## config.mk

```make
export PLATFORM = sky130hd
export DESIGN_NAME = encoder_set_current_regulator_unit
export DESIGN_NICKNAME = d
export VERILOG_FILES = /design/src/rtl/escr_pkg.sv /design/src/rtl/encoder_set_current_regulator_unit.sv /design/src/rtl/escr_encoder.sv /design/src/rtl/escr_regulator.sv
export SDC_FILE = /design/constraint.sdc
export NUM_CORES = 1
export LEC_CHECK = 0
export BUFFER_PORTS_ARGS = -buffer_cell sky130_fd_sc_hd__buf_2
export CAP_MARGIN = 25
export CORE_AREA = 2 2 166 168
export CTS_CLUSTER_SIZE = 10
export DETAILED_ROUTE_END_ITERATION = 6
export DIE_AREA = 0 0 168 170
export SYNTH_ARGS = -nofsm -noshare
export SYNTH_HDL_FRONTEND = slang
export SYNTH_SLANG_ARGS = --single-unit
```

## constraint.sdc

```tcl
create_clock -name clk -period 20.1 [get_ports clk]
set_input_delay 1.005 -clock clk [delete_from_list [all_inputs] [get_ports clk]]
set_output_delay 1.005 -clock clk [all_outputs]
set_load 0.02 [all_outputs]
```

## src/rtl/escr_pkg.sv

```systemverilog
package escr_pkg;

	// Item kinds carried on func
	typedef enum logic [1:0] {
		FUNC_EDGE_A = 2'd0,
		FUNC_EDGE_B = 2'd1,
		FUNC_SAMPLE = 2'd2
	} func_t;

	// Encoder event handed to the setpoint tracker
	typedef struct packed {
		logic edge_a;
		logic edge_b;
		logic line_a;
		logic line_b;
	} enc_evt_t;

	localparam int SP_BITS = 6;
	localparam logic [SP_BITS-1:0] LIMIT_RST = 6'd10;

	// Error is kept in tenths: setpoint*1000 -> *10000, sample*2.2 -> *22
	localparam int TGT_SCALE = 10000;
	localparam int ADC_SCALE = 22;

	// Band thresholds in tenths per amp of setpoint and their code steps,
	// widest band first
	localparam int NUM_BANDS = 6;
	localparam int BAND_K [NUM_BANDS] = '{8000, 6000, 4000, 3000, 2000, 1000};
	localparam int BAND_STEP [NUM_BANDS] = '{300, 170, 120, 60, 40, 30};

endpackage

```

## src/rtl/encoder_set_current_regulator_unit.sv

```systemverilog
// Banded-step current regulator with encoder-driven amp setpoint.
// An accepted beat waits in the input stage until the result state is free, then
// is processed into it. Throughput: one item per cycle while out_stall is low,
// bounded by the single error/band/step pass.
// Reset (arst_n low, asynchronous): flags, setpoint and DAC code clear, the
// setpoint limit returns to 10, and both pipeline stages empty.
module encoder_set_current_regulator_unit #(
	parameter int DAC_BITS = 12,
	parameter int ADC_BITS = 16
) (
	input  logic                         clk,
	input  logic                         arst_n,
	input  logic                         in_valid,
	output logic                         in_stall,
	input  logic [1:0]                   func,
	input  logic                         line_a,
	input  logic                         line_b,
	input  logic signed [ADC_BITS-1:0]   sample,
	output logic                         out_valid,
	input  logic                         out_stall,
	output logic [DAC_BITS-1:0]          dac_code,
	output logic [escr_pkg::SP_BITS-1:0] setpoint_amps,
	input  logic                         cfg_valid,
	output logic                         cfg_ready,
	input  logic [escr_pkg::SP_BITS-1:0] cfg_data
);

	logic                         valid_s1;
	logic [1:0]                   func_s1;
	logic                         line_a_s1;
	logic                         line_b_s1;
	logic signed [ADC_BITS-1:0]   sample_s1;
	logic                         out_valid_q;
	logic [escr_pkg::SP_BITS-1:0] limit_q;
	logic                         advance;
	logic                         process;
	escr_pkg::enc_evt_t           evt;
	logic                         sample_en;

	// Result state doubles as the output register: move only when it is free
	assign advance  = !out_valid_q || !out_stall;
	assign process  = valid_s1 && advance;
	assign in_stall = valid_s1 && !advance;
	assign cfg_ready = 1'b1;

	// Capture input beats
	always_ff @(posedge clk or negedge arst_n) begin
		if (!arst_n) begin
			valid_s1 <= 1'b0;
		end else if (!in_stall) begin
			valid_s1 <= in_valid;
		end
	end

	always_ff @(posedge clk) begin
		if (in_valid && !in_stall) begin
			func_s1   <= func;
			line_a_s1 <= line_a;
			line_b_s1 <= line_b;
			sample_s1 <= sample;
		end
	end

	// Hold the result valid until taken
	always_ff @(posedge clk or negedge arst_n) begin
		if (!arst_n) begin
			out_valid_q <= 1'b0;
		end else if (process) begin
			out_valid_q <= 1'b1;
		end else if (!out_stall) begin
			out_valid_q <= 1'b0;
		end
	end

	// Setpoint limit register
	always_ff @(posedge clk or negedge arst_n) begin
		if (!arst_n) begin
			limit_q <= escr_pkg::LIMIT_RST;
		end else if (cfg_valid && cfg_ready) begin
			limit_q <= cfg_data;
		end
	end

	// Decode the item kind
	always_comb begin
		evt.edge_a = process && (func_s1 == escr_pkg::FUNC_EDGE_A);
		evt.edge_b = process && (func_s1 == escr_pkg::FUNC_EDGE_B);
		evt.line_a = line_a_s1;
		evt.line_b = line_b_s1;
		sample_en  = process && (func_s1 == escr_pkg::FUNC_SAMPLE);
	end

	escr_encoder u_encoder (
		.clk      (clk),
		.arst_n   (arst_n),
		.evt      (evt),
		.limit    (limit_q),
		.setpoint (setpoint_amps)
	);

	escr_regulator #(
		.DAC_BITS (DAC_BITS),
		.ADC_BITS (ADC_BITS)
	) u_regulator (
		.clk      (clk),
		.arst_n   (arst_n),
		.en       (sample_en),
		.setpoint (setpoint_amps),
		.sample   (sample_s1),
		.dac_code (dac_code)
	);

	assign out_valid = out_valid_q;

`ifndef SYNTHESIS
	// A processed item always shows up as a result
	a_process_to_out: assert property (@(posedge clk) disable iff (!arst_n)
		process |=> out_valid)
		else $error("processed item did not produce a result");

	// Only ADC samples move the DAC code
	a_code_only_on_sample: assert property (@(posedge clk) disable iff (!arst_n)
		!sample_en |=> $stable(dac_code))
		else $error("DAC code changed without a sample");

	// The setpoint moves by at most one amp per cycle
	a_setpoint_step: assert property (@(posedge clk) disable iff (!arst_n)
		1'b1 |=> (setpoint_amps == $past(setpoint_amps)
			|| setpoint_amps == $past(setpoint_amps) + 6'd1
			|| setpoint_amps == $past(setpoint_amps) - 6'd1))
		else $error("setpoint jumped by more than one");
`endif

endmodule

```

## src/rtl/escr_encoder.sv

```systemverilog
module escr_encoder (
	input  logic                           clk,
	input  logic                           arst_n,
	input  escr_pkg::enc_evt_t             evt,
	input  logic [escr_pkg::SP_BITS-1:0]   limit,
	output logic [escr_pkg::SP_BITS-1:0]   setpoint
);

	logic                         ccw_armed_q;
	logic                         cw_armed_q;
	logic [escr_pkg::SP_BITS-1:0] setpoint_q;
	logic                         ccw_armed_d;
	logic                         cw_armed_d;
	logic [escr_pkg::SP_BITS-1:0] setpoint_d;

	// Arm on the leading edge, step the setpoint once both lines fall
	always_comb begin
		ccw_armed_d = ccw_armed_q;
		cw_armed_d  = cw_armed_q;
		setpoint_d  = setpoint_q;
		if (evt.edge_a) begin
			if (!ccw_armed_q && !evt.line_a && evt.line_b) begin
				ccw_armed_d = 1'b1;
			end
			if (cw_armed_q && !evt.line_a && !evt.line_b) begin
				ccw_armed_d = 1'b0;
				cw_armed_d  = 1'b0;
				if (setpoint_q != '0) begin
					setpoint_d = setpoint_q - 1'b1;
				end
			end
		end else if (evt.edge_b) begin
			if (!cw_armed_q && evt.line_a && !evt.line_b) begin
				cw_armed_d = 1'b1;
			end
			if (ccw_armed_q && !evt.line_a && !evt.line_b) begin
				ccw_armed_d = 1'b0;
				cw_armed_d  = 1'b0;
				if (setpoint_q < limit) begin
					setpoint_d = setpoint_q + 1'b1;
				end
			end
		end
	end

	always_ff @(posedge clk or negedge arst_n) begin
		if (!arst_n) begin
			ccw_armed_q <= 1'b0;
			cw_armed_q  <= 1'b0;
			setpoint_q  <= '0;
		end else begin
			ccw_armed_q <= ccw_armed_d;
			cw_armed_q  <= cw_armed_d;
			setpoint_q  <= setpoint_d;
		end
	end

	assign setpoint = setpoint_q;

endmodule

```

## src/rtl/escr_regulator.sv

```systemverilog
module escr_regulator #(
	parameter int DAC_BITS = 12,
	parameter int ADC_BITS = 16
) (
	input  logic                         clk,
	input  logic                         arst_n,
	input  logic                         en,
	input  logic [escr_pkg::SP_BITS-1:0] setpoint,
	input  logic signed [ADC_BITS-1:0]   sample,
	output logic [DAC_BITS-1:0]          dac_code
);

	// Error width: target below 2^20, scaled sample below 2^(ADC_BITS+4)
	localparam int MAG_BITS = (ADC_BITS + 5 > 21) ? ADC_BITS + 5 : 21;
	localparam int EW = MAG_BITS + 1;
	localparam int SW = DAC_BITS + 3;
	localparam logic signed [EW-1:0] K_TGT = EW'(escr_pkg::TGT_SCALE);
	localparam logic signed [EW-1:0] K_ADC = EW'(escr_pkg::ADC_SCALE);
	localparam logic signed [SW-1:0] CODE_MAX = SW'((1 << DAC_BITS) - 1);

	logic [DAC_BITS-1:0]    code_q;
	logic signed [EW-1:0]   sp_e;
	logic signed [EW-1:0]   smp_e;
	logic signed [EW-1:0]   err;
	logic signed [EW-1:0]   thr [escr_pkg::NUM_BANDS];
	logic signed [SW-1:0]   step;
	logic signed [SW-1:0]   sum;
	logic [DAC_BITS-1:0]    code_d;

	// Form the error in tenths
	assign sp_e  = signed'({{(EW-escr_pkg::SP_BITS){1'b0}}, setpoint});
	assign smp_e = signed'({{(EW-ADC_BITS){sample[ADC_BITS-1]}}, sample});
	assign err   = sp_e * K_TGT - smp_e * K_ADC;

	// Pick the step of the widest band the error exceeds
	always_comb begin
		for (int i = 0; i < escr_pkg::NUM_BANDS; i++) begin
			thr[i] = sp_e * signed'(EW'(escr_pkg::BAND_K[i]));
		end
		if (err > 0) begin
			step = SW'(1);
		end else if (err < 0) begin
			step = -SW'(1);
		end else begin
			step = '0;
		end
		for (int i = escr_pkg::NUM_BANDS - 1; i >= 0; i--) begin
			if (err > thr[i]) begin
				step = signed'(SW'(escr_pkg::BAND_STEP[i]));
			end
		end
	end

	// Apply the step and saturate; zero setpoint parks the code
	always_comb begin
		sum = signed'({3'b000, code_q}) + step;
		if (setpoint == '0 || sum < 0) begin
			code_d = '0;
		end else if (sum > CODE_MAX) begin
			code_d = CODE_MAX[DAC_BITS-1:0];
		end else begin
			code_d = sum[DAC_BITS-1:0];
		end
	end

	always_ff @(posedge clk or negedge arst_n) begin
		if (!arst_n) begin
			code_q <= '0;
		end else if (en) begin
			code_q <= code_d;
		end
	end

	assign dac_code = code_q;

endmodule

```

* After elaboration in Yosys (flattened, before gate mapping)
Cells that the tools add are included.
Storage, ports and cells: bits in registers 48, input port bits 31, output and inout bits 21, word-level logic and storage cells 102
Cells by class: $add $sub $neg 4, $mul 8, magnitude comparators 11, equality and inequality tests 6, multiplexer cells 28, reductions and logical operators 34
Operator list (count):
- $mux 15 | 8
- $mul 6x7->13 const B | 4
- $gt 22x19->1 | 2
- $gt 22x20->1 | 2
- $mux 6 | 6
- $mul 6x9->15 const B | 2
- $mux 12 | 2
- $gt 22x1->1 const B | 1
- $gt 22x17->1 | 1
- $gt 22x18->1 | 1
- $lt 22x1->1 const B | 1
- $sub 21x22->22 | 1
- $mul 16x5->21 const B | 1
- $mul 6x10->16 const B | 1
- $add 13x15->15 | 1
- $gt 15x13->1 const B | 1
- $lt 15x1->1 const B | 1
- $logic_and 1x1->1 | 14
- $mux 1 | 12
- $logic_not 1->1 | 8
- $add 6x1->6 const B | 1
- $logic_not 6->1 | 1
- $lt 6x6->1 | 1
- $ne 2x1->1 const B | 3
- 11 further kinds | 15

* Logic depth before layout (Yosys ltp)
depth in word-level cells 15, mapped depth 41, depth with buffers taken out 40

* Modules after synthesis
A second synthesis with hierarchy kept.
Unflattened totals: cells, all modules 1084, area, all modules 9604.2 sq um
By module, submodules not included:
- escr_regulator | times used 1, cells each 964, area an instance 7930.1 sq um, sequential area each 300.3 sq um
- encoder_set_current_regulator_unit | times used 1, cells each 47, area an instance 983.4 sq um, sequential area each 803.3 sq um
- escr_encoder | times used 1, cells each 73, area an instance 690.7 sq um, sequential area each 200.2 sq um

* Worst setup path before layout
OpenSTA, ideal clock, no wires.
path kind reg-to-reg, from register u_encoder.setpoint_q, in the netlist u_encoder.setpoint[0], to register u_regulator.code_q[4] (netlist: u_regulator.dac_code[4]), library setup time 76 ps, arrival time 8789 ps, required time 20024 ps, setup slack 11235 ps, stages on the path, launching flop included 35, buffers on the path 1, clock period less this slack 8865 ps, path through dfrtp_1 -> inv_1 -> fa_1 -> fa_1 -> inv_1 -> ha_1 -> inv_1 -> fa_1 -> xnor2_1 -> ha_1 -> a21oi_1 -> o21ai_0 -> or3_1 -> a21o_1 -> a21oi_1 -> xnor2_1 -> ha_1 -> a21o_1 -> a21o_1 -> a2111oi_0 -> a221oi_1 -> nor4_1 -> nand3_1 -> or4_1 -> ha_1 -> a21oi_1 -> nor3b_1 -> a211oi_1 -> a2111oi_0 -> nor3_1 -> a2111o_1 -> o31ai_1 -> clkbuf_1 -> nor2_1 -> o21ai_1
On the way: longest elaborated chain between the ends 15, elaborated cells on any way between the ends 31, those cells by class add/sub (2); mul (7); order compare (10); mux (10); reduce/logical (2)
RTL lines:
- from (decl) | RTL line escr_encoder.sv:11 | logic [escr_pkg::SP_BITS-1:0] setpoint_q;
- from (signal assigned) | RTL line escr_encoder.sv:54 | setpoint_q <= setpoint_d;
- $mul 6x10->16 | RTL line escr_regulator.sv:33 | assign err = sp_e * K_TGT - smp_e * K_ADC;
- $sub 21x22->22 | RTL line escr_regulator.sv:33
- $lt 22x1->1 | RTL line escr_regulator.sv:42 | end else if (err < 0) begin
- $mux 15 | RTL line escr_regulator.sv:42
- $mux 15 | RTL line escr_regulator.sv:40 | if (err > 0) begin
- $mux 15 (6 in series) | RTL line escr_regulator.sv:48 | if (err > thr[i]) begin
- $add 13x15->15 | RTL line escr_regulator.sv:56 | sum = signed'({3'b000, code_q}) + step;
- $gt 15x13->1 / $lt 15x1->1 (equally long branches) | RTL line escr_regulator.sv:59, escr_regulator.sv:57
- $mux 12 / $logic_or 1x1->1 (equally long branches) | RTL line escr_regulator.sv:59, escr_regulator.sv:57
- $mux 12 (*) | RTL line escr_regulator.sv:57 | if (setpoint == '0 || sum < 0) begin
- to (signal assigned) | RTL line escr_regulator.sv:70 | code_q <= code_d;
- to (decl) | RTL line escr_regulator.sv:21 | logic [DAC_BITS-1:0] code_q;
Mark *: on every way between the ends. The rest lies on a longest branch, timed or not. A chain may end at the register's enable or synchronous reset.

* Worst setup path in the final report
from register u_encoder.setpoint_q, in the netlist u_encoder.setpoint[0], to register u_regulator.code_q[2] (netlist: u_regulator.dac_code[2])
Same word-level chain as after synthesis.

==> out/results.txt <==
Slowest cell on crit path - dfrtp_1
Top post-synthesis cells by count - ha_1, inv_1, a21oi_1, nand2_1, nor2_1
Max Root-Sink Buffers - 2
Routed Antenna Nets - 0
Post-CTS setup buffers - 0
Syn Area/Cell - 8.68 um^2
Gpl congestion - 0.943
Yosys reg bits - 48
Slew Viols, Final - 0
Post-CTS sizing - 0
Final setup violation count - 0
Hold Path Sink - out_valid
Row count - 60
Vias in the first global route - 7485
Cell count after synthesis - 1070
Hold Crit Class - register to register
Hold Startpoint - valid_s1
Starting DRC count in detailed routing - 359
Clk_lat worst skew - 0.30 ns
GR Util All Layers - 16.2%
Required time worst endpoint - 20.33 ns
Number of cells on the worst hold path - 1
H-tree depth - 2
Die width - 168 um
Hold Buf Count CTS - 0
EDFF count, synth - 20
Rel. slew slack - 26.4%
CP max stage delay - 0.75 ns
Final period utilization - 49.1%
Detailed placement HPWL - 19.1 mm
Fillers - 2697
Effective utilization at floorplan - 34.8%
Commonest register cell after synthesis - dfrtp_1
Multi-input combinational cell area - 7340 um^2
R2r setup slk - 10.23 ns
Die Y - 170 um
CTS tree - done
Root Driver - clkbuf_16
WP data arrival - 10.10 ns
Max Clk Rate - 101 MHz
Post-Syn Nets - 1369
Max Clock Skew - 0.00968 ns
TritonCTS Buffers - 5
Distinct cell type count after synthesis - 73
Core region area - 26700 um^2
Nets - 1426
Final instance area - 10100 um^2
Critical path's most frequent cell - ha_1
Antenna violations before repair - 0
Maxcap violations - 0
Drt total wl - 22.1 mm
Async set or reset register ratio after synthesis - 58.3%
Endpoint type of the worst setup path - register
Top Ports - 52
Post-synth top area share - 29.9%
Startpoint types - register
Vias/cell - 5.09
DRC viols - 0
Die area - 28600 um^2
Status - finished, final reports clean
Share of layout cells above drive strength 1 - 7.09%
Fin util - 38.0%
CP Class - register to register
Worst Path Max Fanout - 14
FF-to-FF End - u_regulator.dac_code[2]
Drt first pass iters - 5
Top post-synthesis cells by area - ha_1, fa_1, dfrtp_1
Syn. warnings - 0
RSZ-0062 raised after global routing - no
Sequential cell area fraction in the yosys report - 14.0%
Hold Fails Final Rpt - 0
I/O Buffers - 50
Register area - 1300 um^2
Post-synth top area cell - ha_1
Clk sinks - 48
Pin count of the biggest net entering global routing - 29
Most frequent cell after synthesis - ha_1
Placed Area - 9980 um^2
Area grow syn2layout - 8.95%
Syn Std Cell Area - 9290 um^2
GRT overflow - 0
Global-route wire length before repair - 37.3 mm
Routed vias - 7482
Drt wl/cell - 15.1 um
Worst reg2reg path startpoint - u_encoder.setpoint[0]
Period minus WS final - 9.87 ns
Setup_tns - 0 ns
Inserted Diodes - 0
Worst r2r path cells - 36
Least-Margin Pin Slew - 1.10 ns
Clock-pin slew on the worst setup and hold paths - 0.07 ns
==> layout by cell type (no fill, tap or decap), types with 3 or more instances in the layout <==
cell,netlist,routed
nor4_1,4,4
a2111oi_0,4,4
nand2b_1,15,15
nand2_1,61,61
a21o_1,45,45
edfxtp_1,20,20
nor2b_1,17,17
o21a_1,17,17
o2111ai_1,4,4
o21ai_0,44,44
nand4_1,17,17
o21bai_1,9,9
o31ai_1,4,4
a211o_1,3,3
or3_1,6,6
a31oi_1,5,5
nand3_1,25,25
a211oi_1,5,5
o21ai_1,11,11
and2_1,6,6
fa_1,46,46
a211oi_2,3,3
xor2_1,24,24
buf_4,1,5
xnor2_1,50,50
dfrtp_1,26,26
clkbuf_16,0,5
o41ai_1,3,3
o211ai_1,6,6
ha_1,222,222
buf_2,1,50
a21oi_1,75,75
nor2_1,54,54
nor3_1,18,18
inv_1,164,164
==> logic make-up (layout without fill, tap and decap cells) <==
logic type,count (synthesis),after routing,synth area share (%)
flops,48,48,14.0
simple gates,246,246,13.4
buf+inv,169,227,6.89
compound gates,259,259,18.2
fa+ha+maj,268,268,39.8
other cells,1,1,0.0404
xor+xnor,75,75,7.16
mux,4,4,0.458
==> worst max-delay path by stage <==
stage                           from                        to  cells past startpoint
4_1_cts        u_encoder.setpoint[0]   u_regulator.dac_code[5]                     36
5_1_grt        u_encoder.setpoint[0]  u_regulator.dac_code[10]                     36
3_3_place_gp   u_encoder.setpoint[2]   u_regulator.dac_code[8]                     34
6_report       u_encoder.setpoint[0]   u_regulator.dac_code[2]                     36
3_5_place_dp   u_encoder.setpoint[0]   u_regulator.dac_code[5]                     36
2_1_floorplan  u_encoder.setpoint[0]   u_regulator.dac_code[4]                     34
==> per-stage QoR <==
| step | cells | hold slack [ns] | worst slack, ns |
|---|---|---|---|
| 2_1_floorplan | 1070 | 0.478 | 11.24 |
| 4_1_cts | 1469 | 0.526 | 10.24 |
| 5_1_grt | 1469 | 0.563 | 9.39 |
| 6_report | 1469 | 0.526 | 10.23 |
| 3_3_place_gp | 1461 | 0.494 | 10.54 |
| 3_5_place_dp | 1461 | 0.509 | 10.28 |
==> sequential cells by signal, indices dropped and copies added, names as in the netlist, 2 cells and up <==
| name | cells |
|---|---|
| u_encoder.setpoint | 6 |
| sample_s1 | 16 |
| u_regulator.dac_code | 12 |
| func_s1 | 2 |
| limit_q | 6 |
==> worst max-delay path, delay by kind of cell (launching register included) <==
kind                       cells  cell delay, ns
xor gates and xnor gates       1            0.73
buffers and inverters          6            0.72
adders and majority gates      8            2.82
AOI/OAI and AO/OA             13            2.80
and+or+nand+nor                8            1.99
DFF                            1            0.75
==> layer usage <==
metal | part of all wire, % | global-route usage, % | wire length [um]
met3 | 4.3 | 2.58 | 943
met5 | 0 | 0 | 0
met1 | 48 | 20.9 | 10500
met4 | 2.5 | 4.91 | 560
met2 | 46 | 27.7 | 10100
==> final cells by class <==
type / count / area share [%]
sequential: 48 / 12.9
clock inverter: 2 / 0.111
clock buffer: 6 / 1.27
tap: 341 / 4.22
timing repair buffer: 55 / 2.84
inverter: 164 / 6.09
multi-input combinational: 853 / 72.6
Power is left out: the tool's default activity adds up to more than one toggle a clock period on the data nets, which glitch-free logic cannot reach.
